**src/rtl/assert_macros.svh**
```systemverilog
// Assertion macros shared by the timer RTL.
`ifndef ASSERT_MACROS_SVH
`define ASSERT_MACROS_SVH

// Clocked assertion, disabled while reset is asserted.
`define OPT_ASSERT(name, prop, msg) \
  name: assert property (@(posedge clk_i) disable iff (!rst_ni) (prop)) else $error(msg);

// Condition that must never hold.
`define OPT_ASSERT_NEVER(name, cond, msg) \
  `OPT_ASSERT(name, !(cond), msg)

`endif

```
**src/rtl/opt_pkg.sv**
```systemverilog
// Shared types and constants of the one-shot/periodic timer.
package opt_pkg;

  localparam int unsigned OpWidth       = 3;
  localparam int unsigned DurationWidth = 32;
  localparam int unsigned ElapsedWidth  = 32;
  localparam int unsigned FracIntBits   = 8;

  typedef enum logic [OpWidth-1:0] {
    OP_TICK        = 3'd0,
    OP_START       = 3'd1,
    OP_RESET       = 3'd2,
    OP_RESTART     = 3'd3,
    OP_RESTART_DUR = 3'd4,
    OP_EXTEND      = 3'd5
  } op_e;

  typedef struct packed {
    logic capture;
    logic apply;
    logic div_align;
    logic align_commit;
    logic div_frac;
    logic load_out;
  } opt_cmd_t;

  typedef struct packed {
    logic need_align;
    logic need_frac;
    logic div_done;
  } opt_sts_t;

endpackage

```
**src/rtl/opt_ctrl.sv**
```systemverilog
// Sequencing state machine of the timer: request intake, division passes, result hand-off.
module opt_ctrl
  import opt_pkg::*;
(
  input  logic     clk_i,
  input  logic     rst_ni,
  input  logic     in_valid_i,
  output logic     in_ready_o,
  output logic     out_valid_o,
  input  logic     out_ready_i,
  input  opt_sts_t sts_i,
  output opt_cmd_t cmd_o
);

  typedef enum logic [5:0] {
    ST_IDLE  = 6'b000001,
    ST_EXEC  = 6'b000010,
    ST_ALIGN = 6'b000100,
    ST_EVAL  = 6'b001000,
    ST_FRAC  = 6'b010000,
    ST_OUT   = 6'b100000
  } state_e;

  state_e state_q, state_d;
  logic   out_valid_q, out_valid_d;

  assign in_ready_o  = (state_q == ST_IDLE);
  assign out_valid_o = out_valid_q;

  always_comb begin
    state_d = state_q;
    cmd_o   = '0;
    case (state_q)
      ST_IDLE: begin
        if (in_valid_i) begin
          cmd_o.capture = 1'b1;
          state_d       = ST_EXEC;
        end
      end
      ST_EXEC: begin
        if (sts_i.need_align) begin
          cmd_o.div_align = 1'b1;
          state_d         = ST_ALIGN;
        end else begin
          cmd_o.apply = 1'b1;
          state_d     = ST_EVAL;
        end
      end
      ST_ALIGN: begin
        if (sts_i.div_done) begin
          cmd_o.align_commit = 1'b1;
          state_d            = ST_EVAL;
        end
      end
      ST_EVAL: begin
        if (sts_i.need_frac) begin
          cmd_o.div_frac = 1'b1;
          state_d        = ST_FRAC;
        end else begin
          state_d = ST_OUT;
        end
      end
      ST_FRAC: begin
        if (sts_i.div_done) begin
          state_d = ST_OUT;
        end
      end
      ST_OUT: begin
        if (!out_valid_q || out_ready_i) begin
          cmd_o.load_out = 1'b1;
          state_d        = ST_IDLE;
        end
      end
      default: begin
        state_d = ST_IDLE;
      end
    endcase
  end

  always_comb begin
    out_valid_d = out_valid_q;
    if (cmd_o.load_out) begin
      out_valid_d = 1'b1;
    end else if (out_ready_i) begin
      out_valid_d = 1'b0;
    end
  end

  always_ff @(posedge clk_i or negedge rst_ni) begin
    if (!rst_ni) begin
      state_q     <= ST_IDLE;
      out_valid_q <= 1'b0;
    end else begin
      state_q     <= state_d;
      out_valid_q <= out_valid_d;
    end
  end

endmodule

```
**src/rtl/opt_dp.sv**
```systemverilog
// Timer datapath: time and period registers, bit-serial divider, result registers.
module opt_dp
  import opt_pkg::*;
#(
  parameter int unsigned TimeWidth    = 32,
  parameter int unsigned FractionBits = 16
) (
  input  logic                                clk_i,
  input  logic                                rst_ni,
  input  opt_cmd_t                            cmd_i,
  output opt_sts_t                            sts_o,
  input  logic [OpWidth-1:0]                  op_i,
  input  logic [DurationWidth-1:0]            duration_i,
  input  logic                                clamp_i,
  output logic                                running_o,
  output logic                                expired_o,
  output logic                                active_o,
  output logic [ElapsedWidth-1:0]             elapsed_o,
  output logic [FracIntBits+FractionBits-1:0] fraction_o
);

  localparam int unsigned QuotWidth = FracIntBits + FractionBits;
  localparam int unsigned CntWidth  = $clog2(TimeWidth + FractionBits + 1);
  localparam logic [CntWidth-1:0] AlignSteps = CntWidth'(TimeWidth);
  localparam logic [CntWidth-1:0] FracSteps  = CntWidth'(TimeWidth + FractionBits);

  op_e                    op_q;
  logic [TimeWidth-1:0]   dur_q;
  logic                   clamp_q;

  logic [TimeWidth-1:0]   now_q, now_d;
  logic [TimeWidth-1:0]   start_q, start_d;
  logic [TimeWidth-1:0]   period_q, period_d;
  logic                   running_q, running_d;

  logic [CntWidth-1:0]    cnt_q, cnt_d;
  logic [TimeWidth-1:0]   rem_q, rem_d;
  logic [TimeWidth-1:0]   dvd_q, dvd_d;
  logic [QuotWidth-1:0]   quot_q, quot_d;
  logic                   sat_q, sat_d;

  logic [TimeWidth-1:0]   el;
  logic                   period_zero;
  logic                   expired_w;
  logic [TimeWidth:0]     shifted;
  logic [TimeWidth:0]     diff;
  logic                   qbit;
  logic [QuotWidth-1:0]   frac_w;

  assign el          = now_q - start_q;
  assign period_zero = (period_q == '0);
  assign expired_w   = running_q && (period_zero || (el >= period_q));

  assign sts_o.need_align = running_q && !period_zero &&
                            ((op_q == OP_RESTART) || (op_q == OP_RESTART_DUR));
  assign sts_o.need_frac  = running_q && !period_zero && !(clamp_q && expired_w);
  assign sts_o.div_done   = (cnt_q == '0);

  always_ff @(posedge clk_i) begin
    if (cmd_i.capture) begin
      op_q    <= op_e'(op_i);
      dur_q   <= TimeWidth'(duration_i);
      clamp_q <= clamp_i;
    end
  end

  always_comb begin
    now_d     = now_q;
    start_d   = start_q;
    period_d  = period_q;
    running_d = running_q;
    if (cmd_i.apply) begin
      case (op_q)
        OP_TICK: begin
          now_d = now_q + TimeWidth'(1);
        end
        OP_START: begin
          start_d   = now_q;
          period_d  = dur_q;
          running_d = 1'b1;
        end
        OP_RESET: begin
          start_d   = '0;
          period_d  = '0;
          running_d = 1'b0;
        end
        OP_RESTART, OP_RESTART_DUR: begin
          start_d   = now_q;
          period_d  = (op_q == OP_RESTART_DUR) ? dur_q : '0;
          running_d = 1'b1;
        end
        OP_EXTEND: begin
          if (running_q) begin
            period_d = period_q + dur_q;
          end
        end
        default: begin
          now_d = now_q;
        end
      endcase
    end else if (cmd_i.align_commit) begin
      start_d = now_q - rem_q;
      if (op_q == OP_RESTART_DUR) begin
        period_d = dur_q;
      end
    end
  end

  always_ff @(posedge clk_i or negedge rst_ni) begin
    if (!rst_ni) begin
      now_q     <= '0;
      start_q   <= '0;
      period_q  <= '0;
      running_q <= 1'b0;
    end else begin
      now_q     <= now_d;
      start_q   <= start_d;
      period_q  <= period_d;
      running_q <= running_d;
    end
  end

  // Restoring division, one bit per cycle: el mod period, or (el << FractionBits) / period.
  assign shifted = {rem_q, dvd_q[TimeWidth-1]};
  assign diff    = shifted - {1'b0, period_q};
  assign qbit    = !diff[TimeWidth];

  always_comb begin
    cnt_d  = cnt_q;
    rem_d  = rem_q;
    dvd_d  = dvd_q;
    quot_d = quot_q;
    sat_d  = sat_q;
    if (cmd_i.div_align || cmd_i.div_frac) begin
      cnt_d  = cmd_i.div_frac ? FracSteps : AlignSteps;
      rem_d  = '0;
      dvd_d  = el;
      quot_d = '0;
      sat_d  = 1'b0;
    end else if (cnt_q != '0) begin
      cnt_d  = cnt_q - CntWidth'(1);
      rem_d  = qbit ? diff[TimeWidth-1:0] : shifted[TimeWidth-1:0];
      dvd_d  = {dvd_q[TimeWidth-2:0], 1'b0};
      quot_d = {quot_q[QuotWidth-2:0], qbit};
      sat_d  = sat_q | quot_q[QuotWidth-1];
    end
  end

  always_ff @(posedge clk_i or negedge rst_ni) begin
    if (!rst_ni) begin
      cnt_q <= '0;
    end else begin
      cnt_q <= cnt_d;
    end
  end

  always_ff @(posedge clk_i) begin
    rem_q  <= rem_d;
    dvd_q  <= dvd_d;
    quot_q <= quot_d;
    sat_q  <= sat_d;
  end

  always_comb begin
    if (!running_q || period_zero) begin
      frac_w = '0;
    end else if (clamp_q && expired_w) begin
      frac_w = QuotWidth'(1) << FractionBits;
    end else if (sat_q) begin
      frac_w = '1;
    end else begin
      frac_w = quot_q;
    end
  end

  always_ff @(posedge clk_i) begin
    if (cmd_i.load_out) begin
      running_o  <= running_q;
      expired_o  <= expired_w;
      active_o   <= running_q && !expired_w;
      elapsed_o  <= running_q ? ElapsedWidth'(el) : '0;
      fraction_o <= frac_w;
    end
  end

endmodule

```
**src/rtl/oneshot_periodic_timer.sv**
```systemverilog
// Top level of the one-shot/periodic timer with phase-aligned restart.
//
// Input channel (in_valid_i/in_ready_o) carries one request: op_i, duration_i,
// clamp_i. Op 0 advances the microsecond counter; ops 1..5 start, reset,
// restart, restart with a new duration and extend the timer; codes 6 and 7
// change nothing. Every request yields exactly one status result on the output
// channel (out_valid_o/out_ready_i): running, expired, active, elapsed time and
// the elapsed fraction in unsigned fixed point with FRACTION_BITS fraction bits.
// One request is worked at a time: it is captured, applied or phase-aligned, evaluated and,
// if needed, divided for the fraction; its result is loaded into the output register before
// the next request is taken. Alignment serves a restart of a running timer with a nonzero
// period, and the fraction a running timer with a nonzero period unless clamped at expiry;
// both passes use the shared one-bit-per-cycle restoring divider.
// A result waits in the output register while the receiver stalls; the next
// request is still accepted and is held before hand-off until that slot frees.
// Reset clears the counter, start time, period and running flag, and drops any
// pending result.
`include "assert_macros.svh"

module oneshot_periodic_timer
  import opt_pkg::*;
#(
  parameter int unsigned TIME_WIDTH    = 32,
  parameter int unsigned FRACTION_BITS = 16
) (
  input  logic                                 clk_i,
  input  logic                                 rst_ni,
  input  logic                                 in_valid_i,
  output logic                                 in_ready_o,
  input  logic [OpWidth-1:0]                   op_i,
  input  logic [DurationWidth-1:0]             duration_i,
  input  logic                                 clamp_i,
  output logic                                 out_valid_o,
  input  logic                                 out_ready_i,
  output logic                                 running_o,
  output logic                                 expired_o,
  output logic                                 active_o,
  output logic [ElapsedWidth-1:0]              elapsed_o,
  output logic [FracIntBits+FRACTION_BITS-1:0] fraction_o
);

  opt_cmd_t cmd;
  opt_sts_t sts;

  opt_ctrl u_ctrl (
    .clk_i       (clk_i),
    .rst_ni      (rst_ni),
    .in_valid_i  (in_valid_i),
    .in_ready_o  (in_ready_o),
    .out_valid_o (out_valid_o),
    .out_ready_i (out_ready_i),
    .sts_i       (sts),
    .cmd_o       (cmd)
  );

  opt_dp #(
    .TimeWidth    (TIME_WIDTH),
    .FractionBits (FRACTION_BITS)
  ) u_dp (
    .clk_i      (clk_i),
    .rst_ni     (rst_ni),
    .cmd_i      (cmd),
    .sts_o      (sts),
    .op_i       (op_i),
    .duration_i (duration_i),
    .clamp_i    (clamp_i),
    .running_o  (running_o),
    .expired_o  (expired_o),
    .active_o   (active_o),
    .elapsed_o  (elapsed_o),
    .fraction_o (fraction_o)
  );

  `OPT_ASSERT(a_idle_div_done, in_ready_o |-> sts.div_done, "divider busy while idle")
  `OPT_ASSERT(a_one_at_a_time, (in_valid_i && in_ready_o) |=> !in_ready_o, "second request taken")
  `OPT_ASSERT(a_load_free, cmd.load_out |-> (!out_valid_o || out_ready_i), "result overwritten")
  `OPT_ASSERT(a_cmd_onehot, $onehot0(cmd), "conflicting datapath commands")

endmodule

```
**config.mk**
```make
export PLATFORM = sky130hd
export DESIGN_NAME = oneshot_periodic_timer
export DESIGN_NICKNAME = d
export VERILOG_FILES = /design/src/rtl/opt_pkg.sv /design/src/rtl/opt_ctrl.sv /design/src/rtl/opt_dp.sv /design/src/rtl/oneshot_periodic_timer.sv
export VERILOG_INCLUDE_DIRS = /design/src /design/src/rtl
export SDC_FILE = /design/constraint.sdc
export NUM_CORES = 1
export LEC_CHECK = 0
export BUFFER_PORTS_ARGS = -buffer_cell sky130_fd_sc_hd__buf_2
export CAP_MARGIN = 40
export CORE_ASPECT_RATIO = 1.2
export CORE_MARGIN = 10
export CORE_UTILIZATION = 57
export CTS_CLUSTER_DIAMETER = 50
export DETAILED_ROUTE_END_ITERATION = 10
export PLACE_DENSITY = 0.78
export SETUP_SLACK_MARGIN = 0.1
export SLEW_MARGIN = 20
export SYNTH_ARGS = -nofsm -noshare
export SYNTH_HDL_FRONTEND = slang
export SYNTH_SLANG_ARGS = --single-unit
```
**constraint.sdc**
```tcl
create_clock -name clk_i -period 5.8 [get_ports clk_i]
set_input_delay 0.58 -clock clk_i [delete_from_list [all_inputs] [get_ports clk_i]]
set_output_delay 0.58 -clock clk_i [all_outputs]
set_load 0.01 [all_outputs]
```
---- After elaboration in Yosys (flattened, before gate mapping) ----
Cells that the tools add are included.
operators by class
  reduce and logical (&&, ||, !) cells .... 34
  bitwise operators ....................... 1
  order comparisons ....................... 1
  multiplexer cells ....................... 38
  add/subtract/negate cells ............... 6
  equality and inequality tests ........... 18
operators with widths
  kind                     number
  $mux W32                 10
  $pmux W32 S4             1
  $pmux W32 S2             1
  $sub A32 B32 Y32         2
  $mux W6                  7
  $pmux W6 S6              1
  $sub A33 B32 Y33         1
  $add A32 B1 Y32 const B  1
  $add A32 B32 Y32         1
  $ge A32 B32 Y1           1
  $logic_not A32 Y1        1
  $mux W24                 1
  $mux W17                 1
  $mux W1                  12
  $reduce_bool A2 Y1       5
  $reduce_and A4 Y1        2
  $eq A3 B2 Y1 const B     2
  $eq A3 B3 Y1 const B     2
  $eq A6 B1 Y1 const B     1
  $eq A6 B2 Y1 const B     1
  $eq A6 B3 Y1 const B     1
  $eq A6 B4 Y1 const B     1
  $eq A6 B5 Y1 const B     1
  $eq A6 B6 Y1 const B     1
  other kinds (20)         40
storage, ports and cells
  register bits ........................... 294
  input bits .............................. 40
  logic and storage cells ................. 118
  output and inout port bits .............. 61

---- Logic depth before layout (Yosys ltp) ----
  depth in word-level cells ............... 11
  gate-level depth with buffers ........... 25
  mapped depth without buffers ............ 24

---- Hierarchy ----
A second synthesis with hierarchy kept.
unflattened totals
  cell total of the unflattened synthesis .. 2118
  area total of the unflattened synthesis .. 19338.5 µm²
by module, submodules not included
  module    times used  sequential area each (µm²)  cells each  area an instance (µm²)
  opt_dp    1           7532.2                      2067        18873.1
  opt_ctrl  1           176.4                       51          465.4

---- Worst setup path before layout ----
Ideal clock, no wire load.
  path kind ............................... register to register
  from .................................... reg u_dp.now_q[0]
  to ...................................... reg u_dp.dvd_q[0], enable pin
  data arrival time ....................... 5008 ps
  cell stages (with the launch flop) ...... 23
  path slack .............................. 370 ps
  path through ............................ dfrtp_1 -> inv_1 -> ha_1 -> inv_1 -> fa_1 -> a211oi_1 -> o211ai_1 -> or3b_2 -> nand3_1 -> a21oi_1 -> nor2_1 -> a21o_1 -> a21oi_1 -> xnor2_1 -> ha_1 -> nand2_1 -> or2_1 -> or4_1 -> o41a_1 -> a21bo_1 -> buf_2 -> nor2_1 -> inv_1
between the ends
  cells in the longest elaborated chain, start to end .. 11
ends and longest elaborated chain
  element                              RTL line        text
  start: declaration                   opt_dp.sv:31    logic [TimeWidth-1:0] now_q, now_d;
  start signal: assignment             opt_dp.sv:116   now_q <= now_d;
  $sub A32 B32 Y32                     opt_dp.sv:50    assign el = now_q - start_q;
  named net u_dp.el[28]                opt_dp.sv:42    logic [TimeWidth-1:0] el;
  $ge A32 B32 Y1                       opt_dp.sv:52    assign expired_w = running_q && (period_zero || (el >= period_q));
  $logic_or A1 B1 Y1                   opt_dp.sv:52
  $logic_and A1 B1 Y1                  opt_dp.sv:52
  $logic_and A1 B1 Y1                  opt_dp.sv:56    assign sts_o.need_frac = running_q && !period_zero && !(clamp_q && expired_w);
  $logic_not A1 Y1                     opt_dp.sv:56
  $logic_and A1 B1 Y1                  opt_dp.sv:56
  $mux W1                              opt_ctrl.sv:56  if (sts_i.need_frac) begin
  $mux W1                              opt_ctrl.sv:33  case (state_q)
  $logic_or A1 B1 Y1                   opt_dp.sv:134   if (cmd_i.div_align || cmd_i.div_frac) begin
  $reduce_bool A2 Y1 (no source line)  n/a
  end signal: assignment               opt_dp.sv:159   dvd_q <= dvd_d;
  end: declaration                     opt_dp.sv:38    logic [TimeWidth-1:0] dvd_q, dvd_d;
The timed path passes the listed nets, and every way through them passes these cells.
A chain may end at the register's enable or synchronous reset.

---- Worst setup path in the final report ----
  from .................................... reg u_dp.now_q[0]
  to ...................................... reg u_dp.rem_q[31]
between the ends
  cells in the longest elaborated chain, start to end .. 10
ends and longest elaborated chain
  element                 RTL line        text
  $sub A32 B32 Y32        opt_dp.sv:50
  named net u_dp.el[28]   opt_dp.sv:42
  $ge A32 B32 Y1          opt_dp.sv:52
  $logic_or A1 B1 Y1      opt_dp.sv:52
  $logic_and A1 B1 Y1     opt_dp.sv:52
  $logic_and A1 B1 Y1     opt_dp.sv:56
  $logic_not A1 Y1        opt_dp.sv:56
  $logic_and A1 B1 Y1     opt_dp.sv:56
  $mux W1                 opt_ctrl.sv:56
  $mux W1                 opt_ctrl.sv:33
  $logic_or A1 B1 Y1      opt_dp.sv:134
  end signal: assignment  opt_dp.sv:158   rem_q <= rem_d;
  end: declaration        opt_dp.sv:37    logic [TimeWidth-1:0] rem_q, rem_d;
The timed path passes the listed nets, and every way through them passes these cells.

==> results by group <==
Run status
  • Status: finished, final reports clean

Die
  • Die ar.: around 40,000 sq um
  • Site Rows: 73
  • Die width: around 190 um
  • I/O pins: between 100 and 150
  • Initial Util: 0.5767
  • Core Area: 33,060 sq um
  • Chip height: approximately 220 um

Setup path
  • Worst Path Arrival: between 5 and 6 ns
  • Setup crit end kind: flip-flop
  • FF-to-FF path depth: 25
  • Reg2reg setup slack: between 0.2 and 0.3 ns
  • Peak fanout along the critical path: 18
  • Critical path origin: u_dp.now_q[0]
  • Crit Path Class: flip-flop to flip-flop
  • Req. time, crit path: between 6 and 7 ns
  • Worst Setup Start Kind: flip-flop
  • Worst r2r src: u_dp.now_q[0]
  • Reg2reg end: u_dp.rem_q[31]

Global route
  • Gr ovfl total: 0
  • Largest net degree at the start of global routing: 80
  • Vias in the first global route: 15,420
  • GRT Util Overall: 0.2356
  • First-pass GRT wire length: between 80,000 and 90,000 um
  • Initial antenna violation count: 0

Detailed routing
  • DRC viols: 0
  • Via count: 15,890
  • 1st-iter DRT viols: just under 1,000
  • Antenna Violating Nets Remaining: 0
  • WL/cell: roughly 19 um
  • Via/cell ratio: around 6.0
  • First drt pass iteration count: 5
  • Post-Route WL: 50,070 um

Place
  • I/O Buffers: 100
  • Dpl ws: approximately 0.13 ns
  • HPWL Detailed: about 38,000 um
  • GP Congestion: slightly below 1

CTS
  • # hold bufs at CTS: 0
  • CTS tree: done
  • Clk sinks: 294
  • Clk Latency, worst-skew pair: about 0.53 ns
  • Root buf cell: clkbuf_16
  • Clock tree buffer depth: 3
  • Clk slew on worst S/H paths: 0.06 ns
  • CTS H-tree depth: 2
  • CTS buffer count: 36

STA
  • Setup violations, final: 0
  • Setup slack after layout: about 0.27 ns
  • Max Transition Viols Final: 0
  • Max Fclk: around 180 MHz
  • Clock skew: 0.02782 ns
  • Final worst-path cycle share: 0.9531
  • Unrepaired setup endpoints after global routing: yes
  • Max transition margin: 0.4537
  • Final hold violations: 0
  • Slew @ Worst Pin: 0.8133 ns
  • Setup tns final: 0 ns
  • Worst slack on hold paths: about 0.06 ns
  • Tmin final: roughly 5.5 ns

Synthesis
  • Post-synth cell types: between 80 and 90
  • Sequential-to-total area share from yosys stat: 0.4042
  • Fraction of registers with async set/reset: 0.3741
  • Post-synth EDFFs: between 100 and 150
  • Mapped cell area: around 19,000 sq um
  • Ys Warns: 0
  • Post-Syn Nets: approximately 2,200
  • Post-synth top flop: edfxtp_1
  • Synth Instances: ~2,000
  • Mapped Avg Cell Area: 9.339 sq um
  • Synth Register Bits: 294

Power and ir drop
  • Leak: 9.761 nW
  • Pwr dens: a little over 600 nW/um^2
  • Power consumption: 13.14 mW
  • VDD IR-drop max: about 370 uV

Cells and area
  • Antenna cell count: 0
  • Layout net count: around 2,400
  • Fillers: ~2,700
  • Share of cells above drive strength 1: 0.1230
  • Layout area overhead: 13.42%

Run
  • Max Cap Violations: 0

Worst hold path
  • HP Class: input pin to asynchronous set/reset pin
layout make-up:
type,instances,area [sq um],area share
Tap cell,450,563.0,0.02603
Timing Repair Buffer,145,983.4,0.04547
Sequential cell,294,7710,0.3565
Inverter,128,480.5,0.02221
Multi-Input combinational cell,1546,10660,0.4929
Clock inverter,18,158.9,0.007347
Clock buffer,48,1072,0.04957
critical path, stage by stage (launching register included):
cell and delay (ns):
dfrtp_2 0.45, inv_2 0.09, ha_1 0.16, inv_1 0.06, fa_2 0.37, a211oi_2 0.34, o211ai_1 0.17, or3b_2 0.24
nand3_1 0.10, a21oi_2 0.14, buf_4 0.15, nor2_1 0.06, a21o_1 0.17, a21oi_2 0.19, xnor2_2 0.10, ha_1 0.30
nand2_1 0.06, or2_1 0.28, or4_4 0.56, o41a_1 0.44, buf_4 0.21, a21boi_4 0.22, buf_12 0.20, nand4_1 0.11
o311a_1 0.19, nand2_1 0.07
layer usage:
layer	GRT usage	wire length, um	share of wire
met4	0.1020	2050	0.041
met5	0	0	0
met1	0.2945	21360	0.43
met2	0.4026	24070	0.48
met3	0.03433	2590	0.052
cell families (layout without fill, tap and decap cells):
kind of cell    after synthesis  in the layout  synth area share
buf+inv                     203            339           0.04252
mux                          41             41           0.02231
fa+ha+maj                   163            163            0.1085
flops                       294            294            0.4042
compound gates              572            573            0.2002
simple gates                628            628            0.1571
xor+xnor                    141            141           0.06515
synthesized netlist by cell type, drive strengths merged (41+ instances only):
| cell type | number | area (sq um) |
|---|---|---|
| nand2 | 197 | 742.0 |
| a21oi | 194 | 974.7 |
| nor2 | 169 | 634.4 |
| ha | 159 | 1989 |
| inv | 128 | 480.5 |
| edfxtp | 127 | 3814 |
| dfrtp | 109 | 2728 |
| xnor2 | 97 | 857.1 |
| o21ai | 71 | 370.4 |
| a21o | 64 | 480.5 |
| dfxtp | 57 | 1141 |
| clkbuf | 55 | 206.5 |
| nand3 | 50 | 255.3 |
| a221oi | 48 | 426.7 |
| and2 | 47 | 294.0 |
| xor2 | 44 | 385.4 |
| a211oi | 41 | 312.8 |
placed cells by master (no fill, tap or decap), drive strengths merged, types with 44 or more instances in the layout:
cell type	netlist	routed
ha	159	159
xor2	44	44
edfxtp	127	127
dfrtp	109	109
nand2	197	197
buf	20	143
dfxtp	57	57
a21o	64	64
and2	47	47
o21ai	71	71
inv	128	133
nor2	169	169
xnor2	97	97
a221oi	48	48
clkbuf	55	50
nand3	50	50
a21oi	194	194
flip-flops by register name, indices dropped and copies added, names as in the netlist, 3 cells and up:
signal and count:
u_dp.period_q 32, u_dp.quot_q 24, u_dp.start_q 32, u_dp.dur_q 32
u_ctrl.state_q 6, u_dp.elapsed_o 32, u_dp.rem_q 32, u_dp.fraction_o 24
u_dp.dvd_q 32, u_dp.cnt_q 6, u_dp.now_q 32, u_dp.op_q 3
worst max path at each step:
stage / endpoint / slack [ns] / cells after the start
3_5_place_dp: u_dp.dvd_q[15] / 0.13 / 22
4_1_cts: u_dp.rem_q[23] / 0.11 / 24
2_1_floorplan: u_dp.dvd_q[0] / 0.37 / 22
3_3_place_gp: u_dp.dvd_q[13] / 0.28 / 22
5_1_grt: u_dp.dvd_q[15] / 0.05 / 24
6_report: u_dp.rem_q[31] / 0.27 / 25
metrics by stage:
stage / instances / util / cell area, sq um
5_1_grt: 2629 / 0.6542 / 21630
6_report: 2629 / 0.6542 / 21630
2_1_floorplan: 2042 / - / 19070
3_3_place_gp: 2552 / 0.6093 / 20150
4_1_cts: 2619 / 0.6471 / 21400
3_5_place_dp: 2553 / 0.6099 / 20170
power by group:
group	total (mW)	internal [mW]	leakage, nW	switching [mW]
Sequential	3.50	2.98	3.07	0.519
Clock	2.28	1.37	0.593	0.918
Combinational	7.36	3.16	6.10	4.20
Total	13.1	7.51	9.76	5.63
what timing repair did:
item / in CTS / in global routing
buffers inserted: 0 / 4
resized for setup: 0 / 18
hold endpoints to repair: 0 / 0
setup endpoints to repair: 0 / 150
No activity file was read; power rests on OpenSTA's default activity.
